File: config.mk
export PLATFORM = sky130hd
export DESIGN_NAME = relay_hysteresis_schedule_controller_core_flat
export DESIGN_NICKNAME = d
export VERILOG_FILES = /design/src/rtl/rhsc_pkg.sv /design/src/rtl/rhsc_if.sv /design/src/rtl/rhsc_regs.sv /design/src/rtl/rhsc_step.sv /design/src/rtl/relay_hysteresis_schedule_controller_core.sv /design/src/flat_wrapper.sv
export SDC_FILE = /design/constraint.sdc
export NUM_CORES = 1
export LEC_CHECK = 0
export BUFFER_PORTS_ARGS = -buffer_cell sky130_fd_sc_hd__buf_2
export CAP_MARGIN = 0
export CORE_MARGIN = 8
export CORE_UTILIZATION = 30
export DETAILED_ROUTE_END_ITERATION = 10
export GPL_TIMING_DRIVEN = 0
export PLACE_DENSITY_LB_ADDON = 0.05
export SLEW_MARGIN = 20
export SYNTH_ARGS = -nofsm -noshare
export SYNTH_HDL_FRONTEND = slang
export SYNTH_SLANG_ARGS = --single-unit
File: constraint.sdc
create_clock -name i_clk -period 12.2 [get_ports i_clk]
set_clock_uncertainty 0.2 [all_clocks]
set_input_delay 1.83 -clock i_clk [delete_from_list [all_inputs] [get_ports i_clk]]
set_output_delay 1.83 -clock i_clk [all_outputs]
set_load 0.005 [all_outputs]
File: src/rtl/rhsc_pkg.sv
package rhsc_pkg;

    localparam int unsigned DATA_W = 32;
    localparam int unsigned MODE_W = 5;
    localparam int unsigned CLK_W  = 11;
    localparam int unsigned HOUR_W = 5;
    localparam int unsigned MIN_W  = 6;
    localparam int unsigned ADDR_W = 5;

    // register indexes
    localparam logic [2:0] REG_MODE       = 3'd0;
    localparam logic [2:0] REG_RANGE_LOW  = 3'd1;
    localparam logic [2:0] REG_RANGE_HIGH = 3'd2;
    localparam logic [2:0] REG_OFF_DUR    = 3'd3;
    localparam logic [2:0] REG_ON_DUR     = 3'd4;
    localparam logic [2:0] REG_CLOCK_LOW  = 3'd5;
    localparam logic [2:0] REG_CLOCK_HIGH = 3'd6;

    // time select codes
    localparam logic [1:0] TSEL_NONE        = 2'd0;
    localparam logic [1:0] TSEL_HOUR        = 2'd1;
    localparam logic [1:0] TSEL_MINUTE      = 2'd2;
    localparam logic [1:0] TSEL_HOUR_MINUTE = 2'd3;

    typedef struct packed {
        logic [MODE_W-1:0]        mode;
        logic signed [DATA_W-1:0] range_low;
        logic signed [DATA_W-1:0] range_high;
        logic [DATA_W-1:0]        off_duration;
        logic [DATA_W-1:0]        on_duration;
        logic [CLK_W-1:0]         clock_low;
        logic [CLK_W-1:0]         clock_high;
    } t_cfg;

    typedef struct packed {
        logic                     message_ok;
        logic                     value_present;
        logic signed [DATA_W-1:0] measurement;
        logic [HOUR_W-1:0]        hour_now;
        logic [MIN_W-1:0]         minute_now;
        logic [DATA_W-1:0]        now_ms;
    } t_item;

    typedef struct packed {
        logic              relay;
        logic              active;
        logic [DATA_W-1:0] on_start;
        logic [DATA_W-1:0] off_start;
        logic              failsafe;
    } t_state;

endpackage

File: src/rtl/rhsc_if.sv
interface rhsc_smp_if;
    logic                                 valid;
    logic                                 ready;
    logic                                 message_ok;
    logic                                 value_present;
    logic signed [rhsc_pkg::DATA_W-1:0]   measurement;
    logic [rhsc_pkg::HOUR_W-1:0]          hour_now;
    logic [rhsc_pkg::MIN_W-1:0]           minute_now;
    logic [rhsc_pkg::DATA_W-1:0]          now_ms;

    modport source (
        output valid, message_ok, value_present, measurement, hour_now, minute_now,
               now_ms,
        input  ready
    );
    modport sink (
        input  valid, message_ok, value_present, measurement, hour_now, minute_now,
               now_ms,
        output ready
    );
endinterface

interface rhsc_res_if;
    logic valid;
    logic ready;
    logic relay_level;
    logic active_now;
    logic failsafe_now;

    modport source (
        output valid, relay_level, active_now, failsafe_now,
        input  ready
    );
    modport sink (
        input  valid, relay_level, active_now, failsafe_now,
        output ready
    );
endinterface

File: src/rtl/rhsc_regs.sv
module rhsc_regs (
    input  logic                          i_clk,
    input  logic                          i_rst_n,
    input  logic                          psel,
    input  logic                          penable,
    input  logic                          pwrite,
    input  logic [rhsc_pkg::ADDR_W-1:0]   paddr,
    input  logic [rhsc_pkg::DATA_W-1:0]   pwdata,
    output logic [rhsc_pkg::DATA_W-1:0]   prdata,
    output logic                          pready,
    output rhsc_pkg::t_cfg                o_cfg,
    output logic                          o_mode_wr
);

    rhsc_pkg::t_cfg r_cfg;
    logic           w_wr;
    logic [2:0]     w_idx;

    assign pready    = 1'b1;
    assign w_wr      = psel && penable && pwrite;
    assign w_idx     = paddr[4:2];
    assign o_cfg     = r_cfg;
    assign o_mode_wr = w_wr && (w_idx == rhsc_pkg::REG_MODE);

    always_ff @(posedge i_clk) begin
        if (!i_rst_n) begin
            r_cfg <= '0;
        end else if (w_wr) begin
            unique case (w_idx)
                rhsc_pkg::REG_MODE:       r_cfg.mode         <= pwdata[rhsc_pkg::MODE_W-1:0];
                rhsc_pkg::REG_RANGE_LOW:  r_cfg.range_low    <= pwdata;
                rhsc_pkg::REG_RANGE_HIGH: r_cfg.range_high   <= pwdata;
                rhsc_pkg::REG_OFF_DUR:    r_cfg.off_duration <= pwdata;
                rhsc_pkg::REG_ON_DUR:     r_cfg.on_duration  <= pwdata;
                rhsc_pkg::REG_CLOCK_LOW:  r_cfg.clock_low    <= pwdata[rhsc_pkg::CLK_W-1:0];
                rhsc_pkg::REG_CLOCK_HIGH: r_cfg.clock_high   <= pwdata[rhsc_pkg::CLK_W-1:0];
                default: begin
                end
            endcase
        end
    end

    always_comb begin
        unique case (w_idx)
            rhsc_pkg::REG_MODE:
                prdata = {{(rhsc_pkg::DATA_W-rhsc_pkg::MODE_W){1'b0}}, r_cfg.mode};
            rhsc_pkg::REG_RANGE_LOW:  prdata = r_cfg.range_low;
            rhsc_pkg::REG_RANGE_HIGH: prdata = r_cfg.range_high;
            rhsc_pkg::REG_OFF_DUR:    prdata = r_cfg.off_duration;
            rhsc_pkg::REG_ON_DUR:     prdata = r_cfg.on_duration;
            rhsc_pkg::REG_CLOCK_LOW:
                prdata = {{(rhsc_pkg::DATA_W-rhsc_pkg::CLK_W){1'b0}}, r_cfg.clock_low};
            rhsc_pkg::REG_CLOCK_HIGH:
                prdata = {{(rhsc_pkg::DATA_W-rhsc_pkg::CLK_W){1'b0}}, r_cfg.clock_high};
            default:                  prdata = '0;
        endcase
    end

endmodule

File: src/rtl/rhsc_step.sv
module rhsc_step (
    input  rhsc_pkg::t_cfg   i_cfg,
    input  rhsc_pkg::t_item  i_item,
    input  rhsc_pkg::t_state i_state,
    output rhsc_pkg::t_state o_state
);

    logic                          w_timed;
    logic                          w_inv;
    logic [1:0]                    w_tsel;
    logic                          w_gated;
    logic                          w_lt_low;
    logic                          w_le_low;
    logic                          w_gt_high;
    logic                          w_ge_high;
    logic [rhsc_pkg::HOUR_W-1:0]   w_hl;
    logic [rhsc_pkg::HOUR_W-1:0]   w_hh;
    logic [rhsc_pkg::MIN_W-1:0]    w_ml;
    logic [rhsc_pkg::MIN_W-1:0]    w_mh;
    logic [rhsc_pkg::HOUR_W-1:0]   w_hr;
    logic [rhsc_pkg::MIN_W-1:0]    w_mn;
    logic [rhsc_pkg::DATA_W-1:0]   w_off_elapsed;
    logic [rhsc_pkg::DATA_W-1:0]   w_on_elapsed;
    logic                          w_fs;
    logic                          w_off_window;
    logic                          w_hm_off_lvl;
    logic                          w_hm_on_lvl;

    assign w_timed   = i_cfg.mode[1];
    assign w_inv     = i_cfg.mode[2];
    assign w_tsel    = i_cfg.mode[4:3];
    assign w_gated   = i_item.value_present;
    assign w_lt_low  = i_item.measurement <  i_cfg.range_low;
    assign w_le_low  = i_item.measurement <= i_cfg.range_low;
    assign w_gt_high = i_item.measurement >  i_cfg.range_high;
    assign w_ge_high = i_item.measurement >= i_cfg.range_high;
    assign w_hl      = i_cfg.clock_low[10:6];
    assign w_hh      = i_cfg.clock_high[10:6];
    assign w_ml      = i_cfg.clock_low[5:0];
    assign w_mh      = i_cfg.clock_high[5:0];
    assign w_hr      = i_item.hour_now;
    assign w_mn      = i_item.minute_now;

    assign w_off_elapsed = i_item.now_ms - i_state.off_start;
    assign w_on_elapsed  = i_item.now_ms - i_state.on_start;

    // failsafe latch update for the gated hour window
    always_comb begin
        w_fs = i_state.failsafe;
        if (w_gated) begin
            if (w_le_low && i_state.failsafe) begin
                w_fs = 1'b0;
            end else if (w_ge_high && !i_state.failsafe) begin
                w_fs = 1'b1;
            end
        end
        if (w_hh < w_hl) begin
            w_off_window = (w_hr >= w_hl) || (w_hr < w_hh);
        end else begin
            w_off_window = (w_hr >= w_hl) && (w_hr < w_hh);
        end
        if (w_gated && w_fs) begin
            w_off_window = 1'b1;
        end
    end

    assign w_hm_off_lvl = w_gated ? !w_ge_high : 1'b0;
    assign w_hm_on_lvl  = w_gated ? w_lt_low : 1'b1;

    always_comb begin
        o_state = i_state;
        if (i_item.message_ok) begin
            if (i_state.active) begin
                if (!w_timed) begin
                    if (w_lt_low) begin
                        o_state.relay = !w_inv;
                    end else if (w_gt_high) begin
                        o_state.relay = w_inv;
                    end
                end else begin
                    case (w_tsel)
                        rhsc_pkg::TSEL_HOUR: begin
                            o_state.failsafe = w_fs;
                            o_state.relay    = w_off_window ? w_inv : !w_inv;
                        end
                        rhsc_pkg::TSEL_MINUTE: begin
                            if (w_mn <= w_ml) begin
                                o_state.relay = w_gated ? !w_gt_high : 1'b0;
                            end else if (w_mn >= w_mh) begin
                                o_state.relay = w_gated ? w_lt_low : 1'b1;
                            end
                        end
                        rhsc_pkg::TSEL_HOUR_MINUTE: begin
                            if (w_hr == w_hl) begin
                                if (w_mn >= w_ml) begin
                                    o_state.relay = w_hm_off_lvl;
                                end
                            end else if (w_hr > w_hl) begin
                                o_state.relay = w_hm_off_lvl;
                            end else if (w_hr == w_hh) begin
                                if (w_mn >= w_mh) begin
                                    o_state.relay = w_hm_on_lvl;
                                end
                            end else if (w_hr > w_hh) begin
                                o_state.relay = w_hm_on_lvl;
                            end
                        end
                        default: begin
                            if (w_off_elapsed >= i_cfg.off_duration) begin
                                if (!w_gated || w_lt_low) begin
                                    o_state.relay    = 1'b1;
                                    o_state.active   = 1'b1;
                                    o_state.on_start = i_item.now_ms;
                                end else begin
                                    o_state.relay = 1'b0;
                                end
                            end
                        end
                    endcase
                end
            end else if (w_timed) begin
                if (w_on_elapsed >= i_cfg.on_duration) begin
                    if (!w_gated || w_ge_high) begin
                        o_state.relay     = 1'b0;
                        o_state.active    = 1'b0;
                        o_state.off_start = i_item.now_ms;
                    end else begin
                        o_state.relay = 1'b1;
                    end
                end
            end
        end
    end

endmodule

File: src/rtl/relay_hysteresis_schedule_controller_core.sv
// Relay controller with hysteresis, duty timer and hour/minute schedules. Each
// sample transaction yields exactly one result transaction carrying the relay
// level, the active flag and the failsafe latch after that sample. A sample sits
// in the input register while the rule logic updates the state, and its result
// is loaded into the output register together with the new state, where it waits
// until it is taken. One sample is taken every cycle while results are taken; the
// state register feeds back through the rule logic. Registers are to be written
// over the APB port only while no sample is in flight; the block does not enforce
// this. Writing mode reloads the active flag from its enable bit.
module relay_hysteresis_schedule_controller_core (
    input  logic                          i_clk,
    input  logic                          i_rst_n,
    rhsc_smp_if.sink                      i_smp,
    rhsc_res_if.source                    o_res,
    input  logic                          psel,
    input  logic                          penable,
    input  logic                          pwrite,
    input  logic [rhsc_pkg::ADDR_W-1:0]   paddr,
    input  logic [rhsc_pkg::DATA_W-1:0]   pwdata,
    output logic [rhsc_pkg::DATA_W-1:0]   prdata,
    output logic                          pready
);

    rhsc_pkg::t_cfg   w_cfg;
    logic             w_mode_wr;
    rhsc_pkg::t_item  r_item;
    logic             r_in_vld;
    logic             r_out_vld;
    rhsc_pkg::t_state r_state;
    rhsc_pkg::t_state n_state;
    logic             w_in_acc;
    logic             w_out_load;
    logic             r_relay;
    logic             r_active;
    logic             r_failsafe;

    rhsc_regs u_regs (
        .i_clk     (i_clk),
        .i_rst_n   (i_rst_n),
        .psel      (psel),
        .penable   (penable),
        .pwrite    (pwrite),
        .paddr     (paddr),
        .pwdata    (pwdata),
        .prdata    (prdata),
        .pready    (pready),
        .o_cfg     (w_cfg),
        .o_mode_wr (w_mode_wr)
    );

    rhsc_step u_step (
        .i_cfg   (w_cfg),
        .i_item  (r_item),
        .i_state (r_state),
        .o_state (n_state)
    );

    assign w_out_load  = r_in_vld && (!r_out_vld || o_res.ready);
    assign i_smp.ready = !r_in_vld || w_out_load;
    assign w_in_acc    = i_smp.valid && i_smp.ready;

    always_ff @(posedge i_clk) begin
        if (!i_rst_n) begin
            r_in_vld  <= 1'b0;
            r_out_vld <= 1'b0;
        end else begin
            if (w_in_acc) begin
                r_in_vld <= 1'b1;
            end else if (w_out_load) begin
                r_in_vld <= 1'b0;
            end
            if (w_out_load) begin
                r_out_vld <= 1'b1;
            end else if (o_res.ready) begin
                r_out_vld <= 1'b0;
            end
        end
    end

    always_ff @(posedge i_clk) begin
        if (w_in_acc) begin
            r_item.message_ok    <= i_smp.message_ok;
            r_item.value_present <= i_smp.value_present;
            r_item.measurement   <= i_smp.measurement;
            r_item.hour_now      <= i_smp.hour_now;
            r_item.minute_now    <= i_smp.minute_now;
            r_item.now_ms        <= i_smp.now_ms;
        end
    end

    always_ff @(posedge i_clk) begin
        if (!i_rst_n) begin
            r_state <= '0;
        end else if (w_mode_wr) begin
            r_state.active <= pwdata[0];
        end else if (w_out_load) begin
            r_state <= n_state;
        end
    end

    always_ff @(posedge i_clk) begin
        if (w_out_load) begin
            r_relay    <= n_state.relay;
            r_active   <= n_state.active;
            r_failsafe <= n_state.failsafe;
        end
    end

    assign o_res.valid        = r_out_vld;
    assign o_res.relay_level  = r_relay;
    assign o_res.active_now   = r_active;
    assign o_res.failsafe_now = r_failsafe;

endmodule
File: src/flat_wrapper.sv
// flat-port wrapper written by rule: the top's interface ports become plain ports
module relay_hysteresis_schedule_controller_core_flat 
  (i_clk, i_rst_n, psel, penable, pwrite, paddr, pwdata, prdata, pready, i_smp_valid, i_smp_message_ok, i_smp_value_present, i_smp_measurement, i_smp_hour_now, i_smp_minute_now, i_smp_now_ms, i_smp_ready, o_res_valid, o_res_relay_level, o_res_active_now, o_res_failsafe_now, o_res_ready);
  rhsc_smp_if i_smp_i ();
  rhsc_res_if o_res_i ();
  input  logic i_clk;
  input  logic i_rst_n;
  input  logic psel;
  input  logic penable;
  input  logic pwrite;
  input  logic [rhsc_pkg::ADDR_W-1:0] paddr;
  input  logic [rhsc_pkg::DATA_W-1:0] pwdata;
  output logic [rhsc_pkg::DATA_W-1:0] prdata;
  output logic pready;
  input wire logic [$bits(i_smp_i.valid)-1:0] i_smp_valid;
  input wire logic [$bits(i_smp_i.message_ok)-1:0] i_smp_message_ok;
  input wire logic [$bits(i_smp_i.value_present)-1:0] i_smp_value_present;
  input wire logic [$bits(i_smp_i.measurement)-1:0] i_smp_measurement;
  input wire logic [$bits(i_smp_i.hour_now)-1:0] i_smp_hour_now;
  input wire logic [$bits(i_smp_i.minute_now)-1:0] i_smp_minute_now;
  input wire logic [$bits(i_smp_i.now_ms)-1:0] i_smp_now_ms;
  output wire logic [$bits(i_smp_i.ready)-1:0] i_smp_ready;
  output wire logic [$bits(o_res_i.valid)-1:0] o_res_valid;
  output wire logic [$bits(o_res_i.relay_level)-1:0] o_res_relay_level;
  output wire logic [$bits(o_res_i.active_now)-1:0] o_res_active_now;
  output wire logic [$bits(o_res_i.failsafe_now)-1:0] o_res_failsafe_now;
  input wire logic [$bits(o_res_i.ready)-1:0] o_res_ready;
  assign i_smp_i.valid = i_smp_valid;
  assign i_smp_i.message_ok = i_smp_message_ok;
  assign i_smp_i.value_present = i_smp_value_present;
  assign i_smp_i.measurement = i_smp_measurement;
  assign i_smp_i.hour_now = i_smp_hour_now;
  assign i_smp_i.minute_now = i_smp_minute_now;
  assign i_smp_i.now_ms = i_smp_now_ms;
  assign i_smp_ready = i_smp_i.ready;
  assign o_res_valid = o_res_i.valid;
  assign o_res_relay_level = o_res_i.relay_level;
  assign o_res_active_now = o_res_i.active_now;
  assign o_res_failsafe_now = o_res_i.failsafe_now;
  assign o_res_i.ready = o_res_ready;
  relay_hysteresis_schedule_controller_core u_core (.i_clk(i_clk), .i_rst_n(i_rst_n), .i_smp(i_smp_i), .o_res(o_res_i), .psel(psel), .penable(penable), .pwrite(pwrite), .paddr(paddr), .pwdata(pwdata), .prdata(prdata), .pready(pready));
endmodule
=== After elaboration in Yosys (flattened, before gate mapping) ===
Index checks and enable logic that the tools add are counted.

* Divide/modulo/power cells: 0
* Reduce and logical (&&, ||, !) cells: 36
* Magnitude comparators: 14
* Bitwise logic cells: 3
* Equal/unequal tests: 13
* Shift operators: 0
* Muxes and demuxes: 49
* $mul: 0
* $add $sub $neg: 2

{| class="wikitable"
|+ Operators with widths
! cell !! count
|-
| one-hot mux 32 bit (7 select lines) || 1
|-
| 2-to-1 mux 32 bit || 6
|-
| 2-to-1 mux 34 bit || 5
|-
| greater-or-equal comparator 32 bit || 3
|-
| 2-to-1 mux 67 bit || 1
|-
| 2-to-1 mux 33 bit || 2
|-
| 2-to-1 mux 66 bit || 1
|-
| subtractor 32 bit || 2
|-
| greater-than comparator 32 bit || 1
|-
| less-or-equal comparator 32 bit || 1
|-
| less-than comparator 32 bit || 1
|-
| 2-to-1 mux 1 bit || 29
|-
| AND reduction 2 bit || 8
|-
| greater-or-equal comparator 6 bit || 2
|-
| == test 5 bit || 2
|-
| greater-than comparator 5 bit || 2
|-
| less-than comparator 5 bit || 2
|-
| inequality test 5 bit, second input constant || 2
|-
| == test 3 bit, second input constant || 3
|-
| logical AND 1 bit || 9
|-
| AND reduction 8 bit || 1
|-
| logical NOT 1 bit || 7
|-
| AND reduction 7 bit || 1
|-
| == test 3 x 2 -> 1 bit, second input constant || 2
|-
| 12 further kinds || 23
|}

* Memories: 0
* Bits in latches: 0
* Flip-flop bits (word level): 304
* Output and inout bits: 38
* Input port bits: 121
* Memory bits (writable): 0
* Bits in read-only memories: 0

=== Depth between registers and ports, before layout ===
Gate-level depths: netlist of run 1.

* Depth after elaboration: 14
* Mapped depth: 26

=== Cells and area by module ===
A second synthesis of run 1 with hierarchy kept.

* Cells, all modules: 2236
* Area total of the unflattened synthesis: 20161.8 um2

{| class="wikitable"
|+ Modules (own cells, without submodules)
! module !! area an instance (um2) !! times used !! cells an instance !! seq. area each (um2)
|-
| rhsc_step || 8022.7 || 1 || 1153 || 0.0
|-
| rhsc_regs || 6977.9 || 1 || 699 || 3103.0
|-
| relay_hysteresis_schedule_controller_core || 5161.2 || 1 || 384 || 3783.6
|}

=== Worst setup path after synthesis of run 1 ===
OpenSTA, ideal clock, no wires.

* Path type: input-to-output
* Start point: in paddr[2] (netlist name)
* End point: out prdata[3] (netlist name)
* Path buffers: 2
* Path slack: 6.984 ns
* Cell stages on the path: 7
* Arrival: 3.186 ns
* Data required time: 10.170 ns
* Cell sequence: clkbuf_1 > clkbuf_1 > mux2i_1 > nor2_1 > a21oi_1 > nor2_1 > a221o_1

* Longest elaborated chain between the ends: 2
* Elaborated cells on any way between the ends: 8
* Those cells by class: eq/ne (6); mux (1); reduce/logical (1)

{| class="wikitable"
|+ Ends and longest elaborated chain
! what !! RTL line !! text
|-
| start: declaration || flat_wrapper.sv:11 || <nowiki>input logic [rhsc_pkg::ADDR_W-1:0] paddr;</nowiki>
|-
| == test 3 bit (tied with other cells) || rhsc_regs.sv:44 || <nowiki>unique case (w_idx)</nowiki>
|-
| one-hot mux 32 bit (7 select lines) (*) || rhsc_regs.sv:44 ||
|-
| end: declaration || flat_wrapper.sv:13 || <nowiki>output logic [rhsc_pkg::DATA_W-1:0] prdata;</nowiki>
|}

Every way passes the cells marked *; elsewhere a longest branch is shown, timed or not.

=== Final worst setup path of run 1 ===
* Start point: reg u_core.r_item[0] (netlist name)
* End point: reg u_core.r_state[51] (netlist name)

* Longest elaborated chain between the ends: 4

{| class="wikitable"
|+ Ends and longest elaborated chain
! what !! RTL line !! text
|-
| start: declaration || relay_hysteresis_schedule_controller_core.sv:26 || <nowiki>rhsc_pkg::t_item r_item;</nowiki>
|-
| subtractor 32 bit || rhsc_step.sv:44 || <nowiki>assign w_off_elapsed = i_item.now_ms - i_state.off_start;</nowiki>
|-
| greater-or-equal comparator 32 bit || rhsc_step.sv:109 || <nowiki>if (w_off_elapsed >= i_cfg.off_duration) begin</nowiki>
|-
| inequality test 5 bit (no line) || n/a ||
|-
| AND reduction 8 bit (no line) || n/a ||
|-
| end signal: assignment || relay_hysteresis_schedule_controller_core.sv:97 || <nowiki>r_state <= n_state;</nowiki>
|-
| end: declaration || relay_hysteresis_schedule_controller_core.sv:29 || <nowiki>rhsc_pkg::t_state r_state;</nowiki>
|}

Every way passes these cells.
A chain may end at the register's enable or synchronous reset.

==> results of run 1 <==
-- critical path, cell delays in order, from the launching register on --
cell      delay (ns)
edfxtp_1        0.43
inv_1           0.14
ha_1            0.23
inv_1           0.07
fa_1            0.43
a211oi_1        0.25
nor2_1          0.15
o211ai_2        0.28
a41oi_2         0.20
a221o_2         0.46
a21o_1          0.22
a21oi_2         0.17
o21bai_1        0.08
a21oi_1         0.18
xnor2_1         0.21
ha_1            0.34
nand3_1         0.11
o211ai_1        0.10
nor4_1          0.17
o311ai_0        0.19
a211oi_1        0.55
nand4b_1        0.26
buf_2           0.29
buf_4           0.28
mux2i_1         0.22
nor2b_1         0.06
-- final cells by class --
class	count	area (um2)
multi-input combinational	1565	11100
inverter	237	890
sequential	304	6890
tap	855	1070
timing repair buffer	155	798
clock buffer	65	1270
buffer	86	365
antenna	1	2.50
clock inverter	11	108
fill	6711	41500
-- power groups by stage --
stage                     clock network [W]  logic [W]  registers (W)
final                               0.00123   0.000339        0.00108
after global placement                    0   0.000334        0.00110
after CTS                           0.00128   0.000343        0.00108
after detailed placement                  0   0.000340        0.00110
after global routing                0.00132   0.000381        0.00108
after floorplan                           0   0.000220        0.00109
-- metal layers --
layer / vias to the layer above / global-route usage / wire, um
li1: 8007 / - / -
met1: 7396 / 0.243 / 32200
met2: 269 / 0.271 / 28300
met3: 93 / 0.0284 / 2640
met4: 4 / 0.0565 / 1940
met5: - / 0 / 22
-- flip-flops by register name, summed over array words and instances, names as in the netlist --
name,cells
u_core.r_state,67
u_core.o_res.failsafe_now,1
u_core.o_res.active_now,1
u_core.r_in_vld,1
u_core.u_regs.o_cfg,155
u_core.o_res.valid,1
u_core.r_item,77
u_core.o_res.relay_level,1
-- layout by cell type, fill, tap and decap left out, types with 10 or more instances in the layout --
| cell type | instances |
|---|---|
| nand2_1 | 361 |
| inv_1 | 237 |
| dfxtp_1 | 224 |
| ha_1 | 216 |
| buf_2 | 155 |
| a21boi_0 | 136 |
| nor2b_1 | 108 |
| a21oi_1 | 103 |
| mux2i_1 | 99 |
| clkbuf_1 | 85 |
| edfxtp_1 | 80 |
| o21ai_0 | 60 |
| nor2_1 | 59 |
| a21o_1 | 49 |
| a22oi_1 | 48 |
| xnor2_1 | 42 |
| clkbuf_16 | 42 |
| nand3_1 | 27 |
| nand4_1 | 24 |
| and3_1 | 19 |
| o21a_1 | 15 |
| xor2_1 | 14 |
| a211oi_1 | 13 |
| clkbuf_8 | 13 |
| nand2b_1 | 12 |
| nor3_1 | 11 |
| or3_1 | 11 |
| and2_1 | 10 |
-- path summary, 6_finish.rpt --
kind | start | end | slack, ns | cells past startpoint
setup / recovery | u_core.r_item[0] | u_core.r_state[51] | 5.81 | 25
hold / removal | u_core.u_regs.o_cfg[30] | u_core.u_regs.o_cfg[30] | 0.26 | 2
setup reg to reg | u_core.r_item[0] | u_core.r_state[51] | 5.81 | 25
hold reg to reg | u_core.u_regs.o_cfg[30] | u_core.u_regs.o_cfg[30] | 0.26 | 2
-- through the flow --
stage / instance area (um2) / power, W
final: 22500 / 0.00265
after global routing: 22500 / 0.00278
after CTS: 22500 / 0.00270
after detailed placement: 21100 / 0.00144
after global placement: 21100 / 0.00144
after floorplan: 19300 / 0.00131
-- logic make-up after synthesis --
kind of cell	synth area share
AO/OA/AOI/OAI	0.190
flip-flops	0.357
other	0.000195
buffers and inverters	0.0651
XOR/XNOR	0.0255
AND/OR/NAND/NOR	0.163
multiplexers	0.0555
adder cells (fa/ha/maj)	0.143
==> metrics.md, run 1 <==
| Metric | Value |
|---|---|
| Status | `completed` |
| Slew Viols, Final | `0` |
| # rows | `93` |
| Post-CTS setup buffers | `0` |
| GP Congestion | `0.870` |
| Max IR drop VDD | `0.0000941 V` |
| CTS tree | `yes` |
| Combinational share of power | `0.128` |
| HPWL Detailed | `51.7 mm` |
| Area of the core | `0.0640 mm2` |
| Antenna violations before repair | `5` |
| Post-Syn Area per Cell | `8.79 um2` |
| Num Clock Sinks | `304` |
| Routed vias/inst | `4.81` |
| Post-synth EDFFs | `80` |
| CP Class | `reg2reg` |
| Final count of hold timing violations | `0` |
| Pre-CTS setup slack | `5.80 ns` |
| Routed Antenna Nets | `0` |
| Synth top area cells | `dfxtp_1 23%, ha_1 14%, edfxtp_1 12%` |
| Root Driver | `clkbuf_16` |
| Final cell count without fillers | `3279` |
| Mapped cell area | `0.0193 mm2` |
| #FFs+latches synth | `304` |
| RSZ-0062 raised after global routing | `no` |
| Endpoints failing setup | `0` |
| Pwr/cell area | `118 mW/mm2` |
| Die Ht | `269 um` |
| IO Count | `159` |
| HP Class | `reg2reg` |
| Die area | `0.0726 mm2` |
| Worst-Skew Late Latency | `0.59 ns` |
| Die W | `269 um` |
| Static leakage | `8.62 nW` |
| Net Sw Frac | `0.271` |
| Total Neg Setup Slack | `0 ns` |
| DRT Wirelength | `65.1 mm` |
| Synth async-reset ratio | `0` |
| DR WL/cell | `19.8 um` |
| First-pass GRT wire length | `98.2 mm` |
| Cells after synthesis | `2192` |
| Share of the synthesized area in the top cell type | `0.233` |
| Worst path required time | `12.47 ns` |
| Max-Cap Viols | `0` |
| Share of cells above drive strength 1 | `0.110` |
| DRC viols | `0` |
| Area grow syn2layout | `16.9%` |
| CTS clk-pin slew, worst paths | `0.06 ns` |
| Rel. slew slack | `0.314` |
| Number of detailed-route iterations in the first pass | `5` |
| Area leader, netlist | `dfxtp_1` |
| H-tree depth | `2` |
| Setup crit end kind | `flip-flop` |
| Cells after DPL | `3202` |
| Register area share after synthesis | `0.357` |
| NetSw | `0.000717 W` |
| Finished Core Util | `0.352` |
| Period utilization | `0.524` |
| Share of power burned in registers | `0.407` |
| Starting density of the core | `0.301` |
| Vias | `15800` |
| Least-Margin Pin Slew | `1.03 ns` |
| Synth top cells by count | `361 x nand2_1, 237 x inv_1, 224 x dfxtp_1` |
| Clock Path Buffers | `3` |
| P_int | `0.00193 W` |
| CTS Hold Bufs | `0` |
| Top_reg_cell synth | `dfxtp_1` |
| Synth warn | `0` |
| Setup crit start kind | `flip-flop` |
| DRT iter0 DRCs | `796` |
| Gr ovfl total | `0` |
| Cts repair resizes | `0` |
| I/O Buffers | `154` |
| Largest net degree at the start of global routing | `47` |
| Nets | `2729` |
| Netlist cell types | `87` |
| Final worst slack | `5.81 ns` |
| Most frequent cell after synthesis | `nand2_1` |
| WP data arrival | `6.66 ns` |
| Syn_nets | `2531` |
| GRT Util Overall | `0.174` |
| Final worst path period need | `6.39 ns` |
| Max FO, Critical Path | `10` |
| Clk pwr share | `0.465` |
| F_max | `0.156 GHz` |
| CTS Buf Count | `41` |
| Hold slack | `0.264 ns` |
| Vias in the first global route | `16000` |
No activity file was read; power rests on OpenSTA's default activity.
==> inputs of run 2 (changes only) <==
==> constraint.sdc (replaced) <==
create_clock -name i_clk -period 6 [get_ports i_clk]
set_clock_uncertainty 0.2 [all_clocks]
set_input_delay 0.9 -clock i_clk [delete_from_list [all_inputs] [get_ports i_clk]]
set_output_delay 0.9 -clock i_clk [all_outputs]
set_load 0.005 [all_outputs]
==> run 2 against run 1 <==
Net effect: non-clock buffer count up 9; critical endpoint is now u_core.r_state[42]; largest cell class unchanged; via count about the same; largest power group unchanged; combinational power up 110%.
==> metrics.md, run 2 (same netlist as run 1, synthesis figures left out) <==
| Metric | Value |
|---|---|
| DRT Wirelength | `65.2 mm` |
| WP data arrival | `5.96 ns` |
| GP Congestion | `0.870` |
| Vias in the first global route | `16100` |
| Total power | `0.00541 W` |
| Pwr/cell area | `238 mW/mm2` |
| CTS Buf Count | `41` |
| Max-Cap Viols | `0` |
| Area grow syn2layout | `18.1%` |
| DR WL/cell | `19.8 um` |
| Max IR drop VDD | `0.000193 V` |
| Antenna cells | `0` |
| Setup crit end kind | `flip-flop` |
| GRT Util Overall | `0.174` |
| P_int | `0.00394 W` |
| HPWL Detailed | `51.7 mm` |
| Net Sw Frac | `0.272` |
| First-pass GRT wire length | `98.5 mm` |
| CTS clk-pin slew, worst paths | `0.05 ns` |
| Worst-Skew Late Latency | `0.58 ns` |
| Final count of hold timing violations | `0` |
| Most common cell after layout, fill and taps aside | `nand2_1` |
| Period utilization | `0.950` |
| Antenna violations before repair | `4` |
| H-tree depth | `2` |
| Max FO, Critical Path | `10` |
| Vias | `15800` |
| DRT iter0 DRCs | `846` |
| Fillcell total | `6688` |
| CTS tree | `yes` |
| Number of flip-flops in the largest register | `155` |
| Status | `completed` |
| Die area | `0.0726 mm2` |
| F_max | `0.175 GHz` |
| Least-Margin Pin Slew | `1.04 ns` |
| Rel. slew slack | `0.305` |
| Highest-count cells in the layout ignoring fill and taps | `360 x nand2_1, 236 x inv_1, 224 x dfxtp_1` |
| Worst path required time | `6.26 ns` |
| CP Class | `reg2reg` |
| DRC viols | `0` |
| Clock Path Buffers | `3` |
| # rows | `93` |
| Endpoints failing setup | `0` |
| Gr ovfl total | `0` |
| Share of power burned in registers | `0.405` |
| Die Ht | `269 um` |
| Routed Antenna Nets | `0` |
| Starting density of the core | `0.301` |
| I/O Buffers | `154` |
| Share of cells above drive strength 1 | `0.121` |
| HP Class | `reg2reg` |
| Root Driver | `clkbuf_16` |
| Die W | `269 um` |
| Clk pwr share | `0.463` |
| Num Clock Sinks | `304` |
| Static leakage | `8.74 nW` |
| Final worst path period need | `5.70 ns` |
| Setup crit start kind | `flip-flop` |
| Slew Viols, Final | `0` |
| Routed vias/inst | `4.80` |
| Final worst slack | `0.302 ns` |
| IO Count | `159` |
| Combinational share of power | `0.132` |
| Pre-CTS setup slack | `-0.397 ns` |
| Largest net degree at the start of global routing | `47` |
| Number of detailed-route iterations in the first pass | `5` |
| NetSw | `0.00147 W` |
| Area of the core | `0.0640 mm2` |
| Nets | `2738` |
[run 2: path summary, 6_finish.rpt]
kind | cells after the start | startpoint | end | slack, ns
worst min register to register | 2 | u_core.u_regs.o_cfg[30] | u_core.u_regs.o_cfg[30] | 0.26
worst max-delay path | 26 | u_core.r_item[0] | u_core.r_state[42] | 0.30
worst max register to register | 26 | u_core.r_item[0] | u_core.r_state[42] | 0.30
worst min-delay path | 2 | u_core.u_regs.o_cfg[30] | u_core.u_regs.o_cfg[30] | 0.26
[run 2: timing repair]
action                     4_1_cts  5_1_grt
resized for setup               17       18
hold buffers                     0        0
pin swaps                        7        8
setup buffers                    6        3
setup endpoints to repair       65       66
[run 2: final cells by class]
class                   count  area [um2]  share of cell area
multi-input cells        1565       11300               0.495
flip-flops and latches    304        6890               0.303
clock buffers              65        1270              0.0557
well taps                 855        1070              0.0470
inverters                 237         890              0.0391
repair buffers            164         878              0.0386
plain buffers              86         387              0.0170
clock inverters            11         108             0.00473
[run 2: critical path, stage by stage (launching register included)]
cell and delay [ns]:
edfxtp_1 0.45, inv_2 0.11, ha_2 0.21, inv_1 0.06, fa_2 0.37, a211oi_2 0.22, nor2_2 0.10, o211ai_2 0.26
a41oi_2 0.20, a221o_2 0.44, a21o_1 0.21, a21oi_2 0.18, o21bai_1 0.10, a21oi_2 0.19, xnor2_2 0.11, ha_1 0.35
nand3_1 0.10, o211ai_1 0.24, nor4_2 0.07, o311ai_2 0.31, a211oi_2 0.08, buf_4 0.18, nand4b_1 0.25, buf_6 0.21
buf_6 0.15, mux2i_1 0.16, nor2b_1 0.06
[run 2: routing by layer]
layer  global-route usage  wire [um]  up-vias
li1                     -          -     8027
met1                0.244      32300     7384
met2                0.273      28400      275
met3               0.0281       2590       94
met4               0.0550       1910        4
met5                    0         22        -
[run 2: through the flow]
stage	utilization	TNS [ns]	hold WS [ns]	instances	cell area (um2)
3_5_place_dp	0.330	-20.93	0.259	3202	21100
2_1_floorplan	-	0	0.241	2192	19300
6_report	0.356	0	0.264	3287	22800
4_1_cts	0.354	0	0.245	3284	22600
3_3_place_gp	0.330	-19.99	0.254	3201	21100
5_1_grt	0.356	-0.0705	0.264	3287	22800
[run 2: power by group through the flow]
stage,clock network [W],registers (W),logic (W)
2_1_floorplan,0,0.00222,0.000448
3_3_place_gp,0,0.00224,0.000678
3_5_place_dp,0,0.00224,0.000692
4_1_cts,0.00261,0.00219,0.000708
5_1_grt,0.00268,0.00220,0.000799
6_report,0.00251,0.00219,0.000712
==> inputs of run 3 (changes only) <==
==> constraint.sdc (replaced) <==
create_clock -name i_clk -period 6.1 [get_ports i_clk]
set_clock_uncertainty 0.2 [all_clocks]
set_input_delay 0.915 -clock i_clk [delete_from_list [all_inputs] [get_ports i_clk]]
set_output_delay 0.915 -clock i_clk [all_outputs]
set_load 0.005 [all_outputs]
==> run 3 against run 2 <==
Net effect: via count is 0.11% higher; hold slack better by 0.00075 ns; first-iteration DRC count is 11% higher; die area stayed put; design area hardly changed; clock power is 2% lower; routed wire length is 0.12% lower; sequential share of layout area hardly changed; register-to-register slack worse by 0.04 ns; worst setup slack worse by 0.044 ns; clock-buffer cell count stayed put; largest power group unchanged.
==> metrics.md, run 3 (same netlist as run 1, synthesis figures left out) <==
| Metric | Value |
|---|---|
| Max-Cap Viols | `0` |
| Fillcell total | `6688` |
| Max IR drop VDD | `0.000191 V` |
| DR WL/cell | `19.8 um` |
| Internal reg-to-reg setup slack | `0.26 ns` |
| Clock Path Buffers | `3` |
| Routed vias/inst | `4.80` |
| HP Class | `reg2reg` |
| DRT Wirelength | `65.2 mm` |
| Rel. slew slack | `0.297` |
| Gr ovfl total | `0` |
| CTS tree | `yes` |
| DRT iter0 DRCs | `938` |
| Worst setup endpoint | `u_core.r_state[42]` |
| Static leakage | `8.72 nW` |
| I/O Buffers | `154` |
| Largest net degree at the start of global routing | `47` |
| Worst flop-to-flop path endpoint | `u_core.r_state[42]` |
| Number of detailed-route iterations in the first pass | `5` |
| Status | `completed` |
| Root Driver | `clkbuf_16` |
| Vias in the first global route | `16100` |
| Final cell count without fillers | `3292` |
| Max incr delay on CP | `0.48 ns` |
| Worst R2R Start | `u_core.r_item[0]` |
| Final count of hold timing violations | `0` |
| H-tree depth | `2` |
| Starting density of the core | `0.301` |
| Cell family with most CP delay | `compound AO/OA/AOI/OAI gates` |
| Most frequent cell on the critical path | `nor2_2` |
| Crit. path cell count | `26` |
| Die W | `269 um` |
| Num Clock Sinks | `304` |
| Setup crit end kind | `flip-flop` |
| Most common cell after layout, fill and taps aside | `nand2_1` |
| Period utilization | `0.958` |
| Share of cells above drive strength 1 | `0.120` |
| Antenna violations before repair | `5` |
| WP data arrival | `6.10 ns` |
| Worst path required time | `6.36 ns` |
| Max FO, Critical Path | `10` |
| Die area | `0.0726 mm2` |
| Register area | `0.00689 mm2` |
| IO Count | `159` |
| Nets | `2741` |
| Least-Margin Pin Slew | `1.05 ns` |
| CTS clk-pin slew, worst paths | `0.05 ns` |
| CP Buf/Inv Count | `5` |
| Number of flip-flops in the largest register | `155` |
| GP Congestion | `0.870` |
| Final worst path period need | `5.84 ns` |
| F_max | `0.171 GHz` |
| Area grow syn2layout | `18.0%` |
| Total Neg Setup Slack | `0 ns` |
| DRC viols | `0` |
| CTS Buf Count | `41` |
| Slew Viols, Final | `0` |
| First-pass GRT wire length | `98.4 mm` |
| Pwr/cell area | `234 mW/mm2` |
| Worst-Skew Late Latency | `0.59 ns` |
| Highest-count cells in the layout ignoring fill and taps | `360 x nand2_1, 236 x inv_1, 224 x dfxtp_1` |
| Multi-input gate area | `0.0112 mm2` |
| Cells after DPL | `3202` |
| Routed Antenna Nets | `0` |
| HPWL Detailed | `51.7 mm` |
| Critical Path Start | `u_core.r_item[0]` |
| Critical path's slowest cell | `a221o_2` |
| Worst-case reg-to-reg path depth | `26` |
| Area of the core | `0.0640 mm2` |
| GRT Util Overall | `0.174` |
| # rows | `93` |
| CP Class | `reg2reg` |
| Die Ht | `269 um` |
| Endpoints failing setup | `0` |
| Vias | `15800` |
| Setup crit start kind | `flip-flop` |
-- run 3: metal layers --
metal / up-vias / GRT usage / part of all wire / wire [um]
li1: 8036 / - / - / -
met1: 7366 / 0.243 / 0.49 / 32100
met2: 301 / 0.272 / 0.43 / 28300
met3: 94 / 0.0284 / 0.043 / 2820
met4: 4 / 0.0565 / 0.029 / 1920
met5: - / 0 / 0.00034 / 22
-- run 3: timing repair --
item / 4_1_cts / 5_1_grt
resized for setup: 8 / 18
endpoints found under the setup margin: 65 / 66
pin swaps: 3 / 13
setup buffers: 4 / 8
hold buffers: 0 / 0
-- run 3: stage by stage --
| step | total power [W] | setup slack (ns) | area [um2] | util | hold slack [ns] |
|---|---|---|---|---|---|
| after global routing | 0.00558 | -0.000371 | 22700 | 0.355 | 0.279 |
| after global placement | 0.00287 | -0.277 | 21100 | 0.330 | 0.254 |
| after CTS | 0.00542 | 0.0225 | 22600 | 0.353 | 0.260 |
| after detailed placement | 0.00288 | -0.297 | 21100 | 0.330 | 0.259 |
| final | 0.00532 | 0.258 | 22700 | 0.355 | 0.265 |
| after floorplan | 0.00262 | 1.19 | 19300 | - | 0.241 |
-- run 3: worst min-delay path by stage --
stage / cells past startpoint / slack, ns / start / end
after global routing: 1 / 0.28 / i_smp_hour_now[1] / u_core.r_item[39]
after global placement: 2 / 0.25 / u_core.u_regs.o_cfg[28] / u_core.u_regs.o_cfg[28]
after floorplan: 2 / 0.24 / u_core.u_regs.o_cfg[150] / u_core.u_regs.o_cfg[150]
after detailed placement: 2 / 0.26 / u_core.u_regs.o_cfg[30] / u_core.u_regs.o_cfg[30]
final: 2 / 0.26 / u_core.u_regs.o_cfg[30] / u_core.u_regs.o_cfg[30]
after CTS: 1 / 0.26 / i_smp_hour_now[1] / u_core.r_item[39]
-- run 3: cell type report --
| cell class | count | share of cell area |
|---|---|---|
| antenna | 2 | 0.000220 |
| buffer | 86 | 0.0165 |
| clock buffer | 65 | 0.0557 |
| clock inverter | 11 | 0.00473 |
| inverter | 237 | 0.0391 |
| multi-input combinational | 1565 | 0.494 |
| sequential | 304 | 0.303 |
| tap | 855 | 0.0470 |
| timing repair buffer | 167 | 0.0396 |
-- run 3: worst reg2reg max path, cell delays in order (launching register included) --
cell,delay [ns]
edfxtp_1,0.45
inv_2,0.09
ha_2,0.20
inv_1,0.06
fa_2,0.38
a211oi_2,0.26
nor2_2,0.11
o211ai_2,0.24
a41oi_2,0.19
a221o_2,0.49
a2111oi_4,0.33
nor2_2,0.10
o21a_1,0.19
nor2_2,0.09
xnor2_1,0.11
ha_1,0.32
nand4_1,0.14
nor3_4,0.25
nand2_1,0.09
o311ai_2,0.32
a211oi_2,0.08
buf_4,0.18
nand4b_1,0.26
buf_6,0.21
buf_4,0.19
mux2i_1,0.17
nor2b_1,0.06
-- run 3: power breakdown --
| group | switching, W | total [W] | internal (W) |
|---|---|---|---|
| clock network | 0.000996 | 0.00247 | 0.00147 |
| logic | 0.000412 | 0.000698 | 0.000286 |
| registers | 0.0000410 | 0.00216 | 0.00212 |
| total | 0.00145 | 0.00532 | 0.00387 |
